===== src/cbm_pkg.sv =====
// package for the chain code boundary marker
// chain code constants, direction helpers and shared types; no dependencies
package cbm_pkg;

	localparam int DIR_W      = 3;
	localparam int CFG_DATA_W = 12;
	localparam int START_W    = 12;

	localparam logic [DIR_W-1:0] DIR_E  = 3'd0;
	localparam logic [DIR_W-1:0] DIR_SE = 3'd1;
	localparam logic [DIR_W-1:0] DIR_S  = 3'd2;
	localparam logic [DIR_W-1:0] DIR_SW = 3'd3;
	localparam logic [DIR_W-1:0] DIR_WE = 3'd4;
	localparam logic [DIR_W-1:0] DIR_NW = 3'd5;
	localparam logic [DIR_W-1:0] DIR_N  = 3'd6;
	localparam logic [DIR_W-1:0] DIR_NE = 3'd7;

	typedef enum logic [1:0] {
		CFG_START_X,
		CFG_START_Y,
		CFG_CLOSING_DIR,
		CFG_CLOSING_DOWN
	} cfg_idx_t;

	typedef struct packed {
		logic [DIR_W-1:0] prev_dir;
		logic             heading_down;
	} hist_t;

	function automatic logic is_down(input logic [DIR_W-1:0] d);
		return (d == DIR_SE) || (d == DIR_S) || (d == DIR_SW);
	endfunction

	function automatic logic is_up(input logic [DIR_W-1:0] d);
		return (d == DIR_NW) || (d == DIR_N) || (d == DIR_NE);
	endfunction

	function automatic logic next_sense(input logic [DIR_W-1:0] d, input logic old);
		logic r;
		r = old;
		if (is_down(d))
			r = 1'b1;
		else if (is_up(d))
			r = 1'b0;
		return r;
	endfunction

	// two bit signed steps: +1, 0, -1
	function automatic logic [1:0] step_dx(input logic [DIR_W-1:0] d);
		logic [1:0] r;
		case (d)
			DIR_E, DIR_SE, DIR_NE:  r = 2'b01;
			DIR_SW, DIR_WE, DIR_NW: r = 2'b11;
			default:                r = 2'b00;
		endcase
		return r;
	endfunction

	function automatic logic [1:0] step_dy(input logic [DIR_W-1:0] d);
		logic [1:0] r;
		case (d)
			DIR_SE, DIR_S, DIR_SW: r = 2'b01;
			DIR_NW, DIR_N, DIR_NE: r = 2'b11;
			default:               r = 2'b00;
		endcase
		return r;
	endfunction

endpackage


===== src/cbm_step.sv =====
// one chain code step: seeding, boundary mark decision and next walk state
// depends on cbm_pkg
module cbm_step
	import cbm_pkg::*;
#(
	parameter int CW = 12
) (
	input  logic [DIR_W-1:0] direction,
	input  logic             first,
	input  logic [CW-1:0]    pos_x,
	input  logic [CW-1:0]    pos_y,
	input  hist_t            hist,
	input  logic [CW-1:0]    start_x,
	input  logic [CW-1:0]    start_y,
	input  hist_t            seed,
	output logic [CW-1:0]    point_x,
	output logic [CW-1:0]    point_y,
	output logic             mark,
	output logic [CW-1:0]    next_x,
	output logic [CW-1:0]    next_y,
	output hist_t            next_hist
);

	hist_t      cur;
	logic       spike;
	logic [1:0] dx;
	logic [1:0] dy;

	always_comb begin
		if (first) begin
			point_x = start_x;
			point_y = start_y;
			cur     = seed;
		end else begin
			point_x = pos_x;
			point_y = pos_y;
			cur     = hist;
		end

		spike = (is_up(cur.prev_dir) && is_down(direction)) ||
			(is_down(cur.prev_dir) && is_up(direction));

		mark = 1'b0;
		if (!spike) begin
			if (cur.prev_dir != DIR_E && cur.prev_dir != DIR_WE)
				mark = 1'b1;
			else if ((is_down(direction) && !cur.heading_down) ||
				(is_up(direction) && cur.heading_down))
				mark = 1'b1;
		end

		dx = step_dx(direction);
		dy = step_dy(direction);
		next_x = point_x + {{(CW-2){dx[1]}}, dx};
		next_y = point_y + {{(CW-2){dy[1]}}, dy};

		next_hist.prev_dir     = direction;
		next_hist.heading_down = next_sense(direction, cur.heading_down);
	end

endmodule


===== src/chain_code_boundary_marker.sv =====
// top level of the chain code boundary marker: stream ports, config registers, pipeline
// depends on cbm_pkg and cbm_step
//
// channel  | direction | handshake                   | payload
// s_axis   | in        | s_axis_tvalid/s_axis_tready | tdata: direction; tuser: first
// m_axis   | out       | m_axis_tvalid/m_axis_tready | tdata: point_x, point_y; tuser: mark
// cfg      | in        | cfg_valid/cfg_ready         | cfg_index, cfg_data
//
// one chain code per cycle sustained while the output is not stalled; a code is registered
// on entry in s1, and its result is registered in the result register when s1 advances
// the walk state update is a single increment/decrement per coordinate plus compares
// reset clears config, walk state and both valid flags; no clearing pass
// output stalls hold the result register; the input register refills while the
// result waits, and input ready drops only when both stages are full
module chain_code_boundary_marker
	import cbm_pkg::*;
#(
	parameter int COORD_WIDTH = 12,
	localparam int OUT_W = ((2 * COORD_WIDTH + 7) / 8) * 8
) (
	input  logic                   clk,
	input  logic                   arst_n,
	input  logic                   s_axis_tvalid,
	output logic                   s_axis_tready,
	input  logic [7:0]             s_axis_tdata,   // [2:0] direction
	input  logic                   s_axis_tuser,   // [0] first
	output logic                   m_axis_tvalid,
	input  logic                   m_axis_tready,
	output logic [OUT_W-1:0]       m_axis_tdata,   // point_x, then point_y
	output logic                   m_axis_tuser,   // [0] mark
	input  logic                   cfg_valid,
	output logic                   cfg_ready,
	input  logic [1:0]             cfg_index,
	input  logic [CFG_DATA_W-1:0]  cfg_data
);

	localparam int CW = COORD_WIDTH;

	logic [START_W-1:0] start_x_q;
	logic [START_W-1:0] start_y_q;
	logic [DIR_W-1:0]   closing_dir_q;
	logic               closing_down_q;
	hist_t              seed;

	logic [CW-1:0]    pos_x_q;
	logic [CW-1:0]    pos_y_q;
	hist_t            hist_q;

	logic             valid_s1;
	logic [DIR_W-1:0] dir_s1;
	logic             first_s1;

	logic             out_valid_q;
	logic [CW-1:0]    out_x_q;
	logic [CW-1:0]    out_y_q;
	logic             out_mark_q;

	logic             adv;
	logic [CW-1:0]    point_x;
	logic [CW-1:0]    point_y;
	logic             mark;
	logic [CW-1:0]    next_x;
	logic [CW-1:0]    next_y;
	hist_t            next_hist;

	assign cfg_ready = 1'b1;

	always_ff @(posedge clk or negedge arst_n) begin
		if (!arst_n) begin
			start_x_q      <= '0;
			start_y_q      <= '0;
			closing_dir_q  <= '0;
			closing_down_q <= 1'b0;
		end else if (cfg_valid) begin
			case (cfg_idx_t'(cfg_index))
				CFG_START_X:      start_x_q      <= cfg_data[START_W-1:0];
				CFG_START_Y:      start_y_q      <= cfg_data[START_W-1:0];
				CFG_CLOSING_DIR:  closing_dir_q  <= cfg_data[DIR_W-1:0];
				CFG_CLOSING_DOWN: closing_down_q <= cfg_data[0];
				default: ;
			endcase
		end
	end

	assign seed.prev_dir     = closing_dir_q;
	assign seed.heading_down = next_sense(closing_dir_q, closing_down_q);

	// s1 moves into the result register when that register is free or being drained
	assign adv           = valid_s1 && (!out_valid_q || m_axis_tready);
	assign s_axis_tready = !valid_s1 || adv;

	always_ff @(posedge clk or negedge arst_n) begin
		if (!arst_n)
			valid_s1 <= 1'b0;
		else if (s_axis_tready)
			valid_s1 <= s_axis_tvalid;
	end

	always_ff @(posedge clk) begin
		if (s_axis_tready && s_axis_tvalid) begin
			dir_s1   <= s_axis_tdata[DIR_W-1:0];
			first_s1 <= s_axis_tuser;
		end
	end

	cbm_step #(
		.CW(CW)
	) u_step (
		.direction (dir_s1),
		.first     (first_s1),
		.pos_x     (pos_x_q),
		.pos_y     (pos_y_q),
		.hist      (hist_q),
		.start_x   (CW'(start_x_q)),
		.start_y   (CW'(start_y_q)),
		.seed      (seed),
		.point_x   (point_x),
		.point_y   (point_y),
		.mark      (mark),
		.next_x    (next_x),
		.next_y    (next_y),
		.next_hist (next_hist)
	);

	always_ff @(posedge clk or negedge arst_n) begin
		if (!arst_n) begin
			pos_x_q <= '0;
			pos_y_q <= '0;
			hist_q  <= '0;
		end else if (adv) begin
			pos_x_q <= next_x;
			pos_y_q <= next_y;
			hist_q  <= next_hist;
		end
	end

	always_ff @(posedge clk or negedge arst_n) begin
		if (!arst_n)
			out_valid_q <= 1'b0;
		else if (adv)
			out_valid_q <= 1'b1;
		else if (m_axis_tready)
			out_valid_q <= 1'b0;
	end

	always_ff @(posedge clk) begin
		if (adv) begin
			out_x_q    <= point_x;
			out_y_q    <= point_y;
			out_mark_q <= mark;
		end
	end

	assign m_axis_tvalid = out_valid_q;
	assign m_axis_tdata  = OUT_W'({out_y_q, out_x_q});
	assign m_axis_tuser  = out_mark_q;

	a_adv_fills_out: assert property (@(posedge clk) disable iff (!arst_n)
		adv |=> m_axis_tvalid)
		else $error("result register not loaded after transaction moved out of s1");

	a_hist_follows: assert property (@(posedge clk) disable iff (!arst_n)
		adv |=> hist_q.prev_dir == $past(dir_s1))
		else $error("previous direction not updated from consumed code");

	a_no_spike_mark: assert property (@(posedge clk) disable iff (!arst_n)
		adv && !first_s1 && is_down(hist_q.prev_dir) && is_up(dir_s1) |=> !m_axis_tuser)
		else $error("spike point marked");

	a_ready_when_empty: assert property (@(posedge clk) disable iff (!arst_n)
		!valid_s1 |-> s_axis_tready)
		else $error("input stalled with empty input register");

endmodule

===== config.mk =====
export PLATFORM = sky130hd
export DESIGN_NAME = chain_code_boundary_marker
export DESIGN_NICKNAME = d
export VERILOG_FILES = /design/src/cbm_pkg.sv /design/src/cbm_step.sv /design/src/chain_code_boundary_marker.sv
export SDC_FILE = /design/constraint.sdc
export NUM_CORES = 1
export LEC_CHECK = 0
export ABC_AREA = 1
export BUFFER_PORTS_ARGS = -buffer_cell sky130_fd_sc_hd__clkbuf_2
export CORE_UTILIZATION = 45
export CTS_CLUSTER_SIZE = 16
export DETAILED_ROUTE_END_ITERATION = 8
export PLACE_DENSITY = 0.65
export SYNTH_ARGS = -nofsm -noshare
export SYNTH_HDL_FRONTEND = slang
export SYNTH_SLANG_ARGS = --single-unit

===== constraint.sdc =====
create_clock -name clk -period 2.5 [get_ports clk]
set_input_delay 0.375 -clock clk [delete_from_list [all_inputs] [get_ports clk]]
set_output_delay 0.375 -clock clk [all_outputs]
set_load 0.005 [all_outputs]

# Word-level counts from Yosys, hierarchy flattened
# Index checks and enable logic that the tools add are counted.
dict set report word_totals {
  regBits 87
  inputBits 28
  wordCells 91
}
dict set report op_classes {
  n_addsub 2
  eq_ne 23
  muxes 13
  n_reduce_logical 38
}
# cell count
set op_table {}
lappend op_table {{3-bit == test (second input constant)} 10}
lappend op_table {{12-bit adder} 2}
lappend op_table {{12-bit two-way mux} 2}
lappend op_table {{3-bit by 2-bit == test with 1-bit output (second input constant)} 6}
lappend op_table {{1-bit logical OR} 16}
lappend op_table {{3-bit OR reduction} 4}
lappend op_table {{3-bit by 1-bit == test with 1-bit output (second input constant)} 3}
lappend op_table {{1-bit two-way mux} 8}
lappend op_table {{2-bit one-hot mux with 2 select lines} 2}
lappend op_table {{2-bit AND reduction} 4}
lappend op_table {{1-bit logical AND} 7}
lappend op_table {{2-bit == test (second input constant)} 2}
lappend op_table {{4-bit two-way mux} 1}
lappend op_table {{1-bit zero test} 3}
lappend op_table {{3-bit zero test} 1}
lappend op_table {{3-bit inequality test (second input constant)} 1}
lappend op_table {{3-bit nonzero test} 1}
lappend op_table {{2-bit by 1-bit == test with 1-bit output (second input constant)} 1}
lappend op_table {{2-bit zero test} 1}
lappend op_table {{2-bit nonzero test} 1}

# Logic depth before layout (Yosys ltp)
dict set report logic_depth {
  ltp_word 11
  ltp_mapped 16
  depth_no_buf 16
}

# Modules after synthesis
# A second synthesis with hierarchy kept.
dict set report unflattened {
  hier_cells 573
  hier_area_um2 4838.4
}
# mod instances cells_per_inst area_each_um2 seq_area_each_um2
set modules_own_cells {}
lappend modules_own_cells {chain_code_boundary_marker 1 294 3258.1 2322.2}
lappend modules_own_cells {cbm_step 1 279 1580.3 0.0}

# Worst setup path after synthesis
# Ideal clock, no wire load.
dict set report synth_timing {
  path_type {register to register}
  from {register first_s1}
  to {register pos_y_q[9]}
  setup_ns 0.118
  arrival_ns 2.323
  required_ns 2.382
  path_slack_ns 0.059
  path_stages_with_launch 15
  n_path_buf 2
  period_less_slack_ns 2.441
  cell_sequence {edfxtp_1 > inv_2 > buf_2 > clkbuf_1 > nand2_1 > nand2_1 > ha_1 > a21oi_1 > nand2_1 > a21boi_0 > o21ai_0 > nand3_1 > nand3_1 > nand3_1 > nand2_1}
}
dict set report synth_via {
  elab_chain_len 2
}
# element line
set synth_lines {}
lappend synth_lines {{from (decl)} chain_code_boundary_marker.sv:51} ;# logic first_s1;
lappend synth_lines {{from (signal assigned)} chain_code_boundary_marker.sv:102} ;# first_s1 <= s_axis_tuser;
lappend synth_lines {{12-bit two-way mux} cbm_step.sv:30} ;# if (first) begin
lappend synth_lines {{named net point_y[2]} chain_code_boundary_marker.sv:60} ;# logic [CW-1:0] point_y;
lappend synth_lines {{12-bit adder} cbm_step.sv:55} ;# next_y = point_y + {{(CW-2){dy[1]}}, dy};
lappend synth_lines {{to (signal assigned)} chain_code_boundary_marker.sv:132} ;# pos_y_q <= next_y;
lappend synth_lines {{to (decl)} chain_code_boundary_marker.sv:46} ;# logic [CW-1:0] pos_y_q;
# The timed path passes the listed nets, and every way through them passes these cells.
# A chain may end at the register's enable or synchronous reset.

# Final worst setup path
dict set report layout_timing {
  from {register dir_s1[2]}
  to {register pos_x_q[10]}
}
dict set report layout_via {
  elab_chain_len 4
  elab_cells_between_ends 10
  classes_between {1 x add/sub; 5 x eq/ne; 1 x mux; 3 x reduce/logical}
}
# element line
set layout_lines {}
lappend layout_lines {{from (decl)} chain_code_boundary_marker.sv:50} ;# logic [DIR_W-1:0] dir_s1;
lappend layout_lines {{from (signal assigned)} chain_code_boundary_marker.sv:101} ;# dir_s1 <= s_axis_tdata[DIR_W-1:0];
lappend layout_lines {{3-bit == test (tied with other cells)} cbm_pkg.sv:51} ;# case (d)
lappend layout_lines {{3-bit OR reduction} cbm_pkg.sv:51}
lappend layout_lines {{2-bit one-hot mux with 2 select lines (*)} cbm_pkg.sv:51}
lappend layout_lines {{12-bit adder (*)} cbm_step.sv:54} ;# next_x = point_x + {{(CW-2){dx[1]}}, dx};
lappend layout_lines {{to (signal assigned)} chain_code_boundary_marker.sv:131} ;# pos_x_q <= next_x;
lappend layout_lines {{to (decl)} chain_code_boundary_marker.sv:45} ;# logic [CW-1:0] pos_x_q;
# Every way passes the cells marked *; elsewhere a longest branch is shown, timed or not.

==> reports/metrics.yaml <==
routing:
  wire_per_inst_microns: 13.8
  ant_nets: 0
  vias: 3727
  drcViolationCount: 0
  firstDrtPassIters: 7
  vias_per_cell: 4.96
  wirelength_mm: 10.4
  drt_iter0_markers: 267
setup_path:
  arrival_ps: 2510
  slowest_stage: "edfxtp_1"
  path_buf_inv: 3
  crit_chain: "buf_4, inv_1, nand3_2, nand2_8, ha_1, nand2_1, inv_1, a21oi_2, nand2_2, nand3_1, nand3_1, nand3_1, o21ai_1"
  reg2reg_from: "dir_s1[2]"
  cp.depth: 13
  endpoint_kind: "register"
  crit_fanout: 10
  r2r.worst_path.cells: 13
  crit_type: "reg -> reg"
  timing.rr.end: "pos_x_q[10]"
  cpMostUsedCell: "nand3_1"
  critPathTopFamily: "simple AND/OR/NAND/NOR gates"
  rrSetupSlack_ps: 240
  cp.required_ps: 2750
  cp-start-kind: "register"
  slowest_delay_ps: 430
clocking:
  h-tree-depth: 3
  cts_hold_buffers: 0
  cts.path.max_buffers: 2
  cts_root_buf: "clkbuf_8"
  postCtsSetupRepairBufs: 0
  clock_latency_ps: 360
  cts_tree: "done"
  clkTransAtPathRegs_ps: 90
  cts.sinks: 87
  cts_made_buffers: 9
synth:
  synth_area_leaders: "dfrtp_1, edfxtp_1, nand2_1, o21ai_0, ha_1"
  ys_ff_latch: 87
  syn_inst: 549
  synth_flop_cell: "dfrtp_1"
  yosysSeqAreaShare: 0.497
  ys_types: 38
  synth_area_per_cell_sq_um: 8.51
  yosysTopAreaCellShare: 0.311
  ys_async_sr_fraction: 0.667
  syn_area_sq_mm: 0.00467
  syn_nets: 597
  synth_edf_count: 29
  synth_top_cell_by_area: "dfrtp_1"
  yosys_warnings: 0
pwr:
  p_switching_mw: 1.76
  max-vdd-ir-drop_mv: 0.348
  power_leakage_nw: 2.74
  p_sw_frac: 0.371
  share_seq_of_total_power: 0.435
  power_frac_comb: 0.362
  clockPowerShare: 0.202
  p_int_mw: 2.99
  power_density_mw_per_mm2: 888
sta:
  relSlewSlack: 0.524
  final-hold-violation-count: 0
  final.period_utilization: 0.903
  fmax_mhz: 443
  setup_viol: 0
  maxSlewViolCount: 0
  worst_slew_pin_slew_ps: 712
  rsz0062_at_grt: "false"
  whs_ps: 76.1
  finalWorstSetupSlack_ps: 242
  final.min_clock_period_ps: 2260
  finClkSkew_ps: 9.16
  finalSetupTns_ps: 0
global_route:
  antenna_found_initial: 0
  grt_pass1_vias: 3537
  grt_first_pass_wirelength_mm: 17.5
  gr-total-overflow: 0
  grt_max_degree: 40
  grtUsageTotal: 0.206
layout:
  syn_to_final_growth_pct: 14.4
  diodes: 0
  layout.nets: 661
  layout.area.seq_sq_mm: 0.00232
  utilization: 0.539
  multi_input_area_sq_mm: 0.00204
  layout-drive-gt1-share: 0.196
  n_fill_cell: 941
min_path:
  holdCritPathClass: "in -> async"
job:
  cap_viol_max_count: 0
placement:
  dpl.hpwl_mm: 7.75
  numPortBuffers: 49
  place.gp.congestion: 0.889
  dp_slack_ps: 11.0
floorplan:
  std_cell_rows: 36
  pin_count: 56
  coreArea_sq_mm: 0.00991
  dieWidth_microns: 104
  die_h_microns: 104
  start_util: 0.471
  die-area_sq_mm: 0.0108
outcome:
  status: "complete, no violations"
[metal layers]
metal	wire, microns	vias to the layer above	GRT usage
li1	-	1908	-
met1	5170	1720	0.306
met2	4540	88	0.310
met3	570	11	0.0351
met4	107	0	0.0592
met5	0	-	0
[cells by family (layout without fill, tap and decap cells)]
family                     Yosys count  count (layout)  share of synthesized area
xor gates and xnor gates            14              14                     0.0262
DFF                                 87              87                      0.497
other                                1               1                   0.000803
buffers and inverters               76             145                     0.0696
adders and majority gates           20              20                     0.0552
AOI/OAI and AO/OA                   89              89                      0.105
and+or+nand+nor                    262             262                      0.246
[flip-flops by register name, summed over array words and instances (netlist names)]
register	cells
closing_dir_q	3
m_axis_tvalid	1
closing_down_q	1
m_axis_tuser	1
start_x_q	12
valid_s1	1
out_y_q	12
pos_y_q	12
pos_x_q	12
start_y_q	12
out_x_q	12
dir_s1	3
first_s1	1
hist_q	4
[through the flow]
stage | cell area, sq um | std cells | power (mW)
global placement | 5130 | 735 | 3.74
global route | 5350 | 751 | 5.13
finish | 5350 | 751 | 4.75
CTS | 5320 | 751 | 4.76
floorplan | 4670 | 549 | 3.29
detailed placement | 5130 | 735 | 3.79
[worst max path at each step]
stage / from / endpoint / slack (ps)
floorplan: first_s1 / pos_y_q[9] / 60
global placement: dir_s1[0] / pos_y_q[9] / 50
detailed placement: dir_s1[0] / pos_y_q[9] / 10
CTS: dir_s1[0] / pos_y_q[11] / 110
global route: first_s1 / pos_y_q[9] / 0.7
finish: dir_s1[2] / pos_x_q[10] / 240
[layout by cell type (no fill, tap or decap), types with 13 or more instances in the layout]
master | Yosys | final
ha_1 | 19 | 19
nand2_1 | 183 | 183
clkbuf_2 | 0 | 49
edfxtp_1 | 29 | 29
buf_4 | 1 | 20
o21ai_0 | 56 | 52
a21oi_1 | 15 | 13
nor2_1 | 20 | 20
nand3_1 | 31 | 31
inv_1 | 56 | 55
dfrtp_1 | 58 | 58
[timing repair]
item	CTS	global route
setup endpoints to repair	3	5
gates cloned	0	0
gates resized for setup	1	11
[worst reg2reg max path, stage by stage (launching register included)]
cell	delay (ps)
edfxtp_1	430
buf_4	170
inv_1	110
nand3_2	140
nand2_8	160
ha_1	310
nand2_1	120
inv_1	60
a21oi_2	160
nand2_2	100
nand3_1	110
nand3_1	100
nand3_1	120
o21ai_1	70
[power by group through the flow]
| stage | clock (mW) | sequential [mW] | combinational, mW |
|---|---|---|---|
| detailed placement | 0 | 2.09 | 1.70 |
| global route | 1.05 | 2.11 | 1.97 |
| finish | 0.960 | 2.07 | 1.72 |
| floorplan | 0 | 2.07 | 1.23 |
| CTS | 0.981 | 2.07 | 1.71 |
| global placement | 0 | 2.08 | 1.66 |
[synth_stat cells, types with 3 or more instances]
cell	count
nand2_2	8
o21bai_1	3
inv_2	4
edfxtp_1	29
o21ai_0	56
nand2_1	183
nand3_1	31
a31oi_1	3
xnor2_1	6
nor2_2	3
nand2_4	9
clkbuf_1	10
nand3_2	3
dfrtp_1	58
a21oi_1	15
xor2_1	8
inv_1	56
nor2_1	20
ha_1	19
[final cells by class]
class | instances | area share
inverter | 60 | 0.0426
sequential | 87 | 0.434
clock buffer | 10 | 0.0279
tap | 133 | 0.0311
clock inverter | 6 | 0.00749
timing repair buffer | 69 | 0.0740
multi-input combinational | 386 | 0.382
Power figures use the tool's default switching activity.
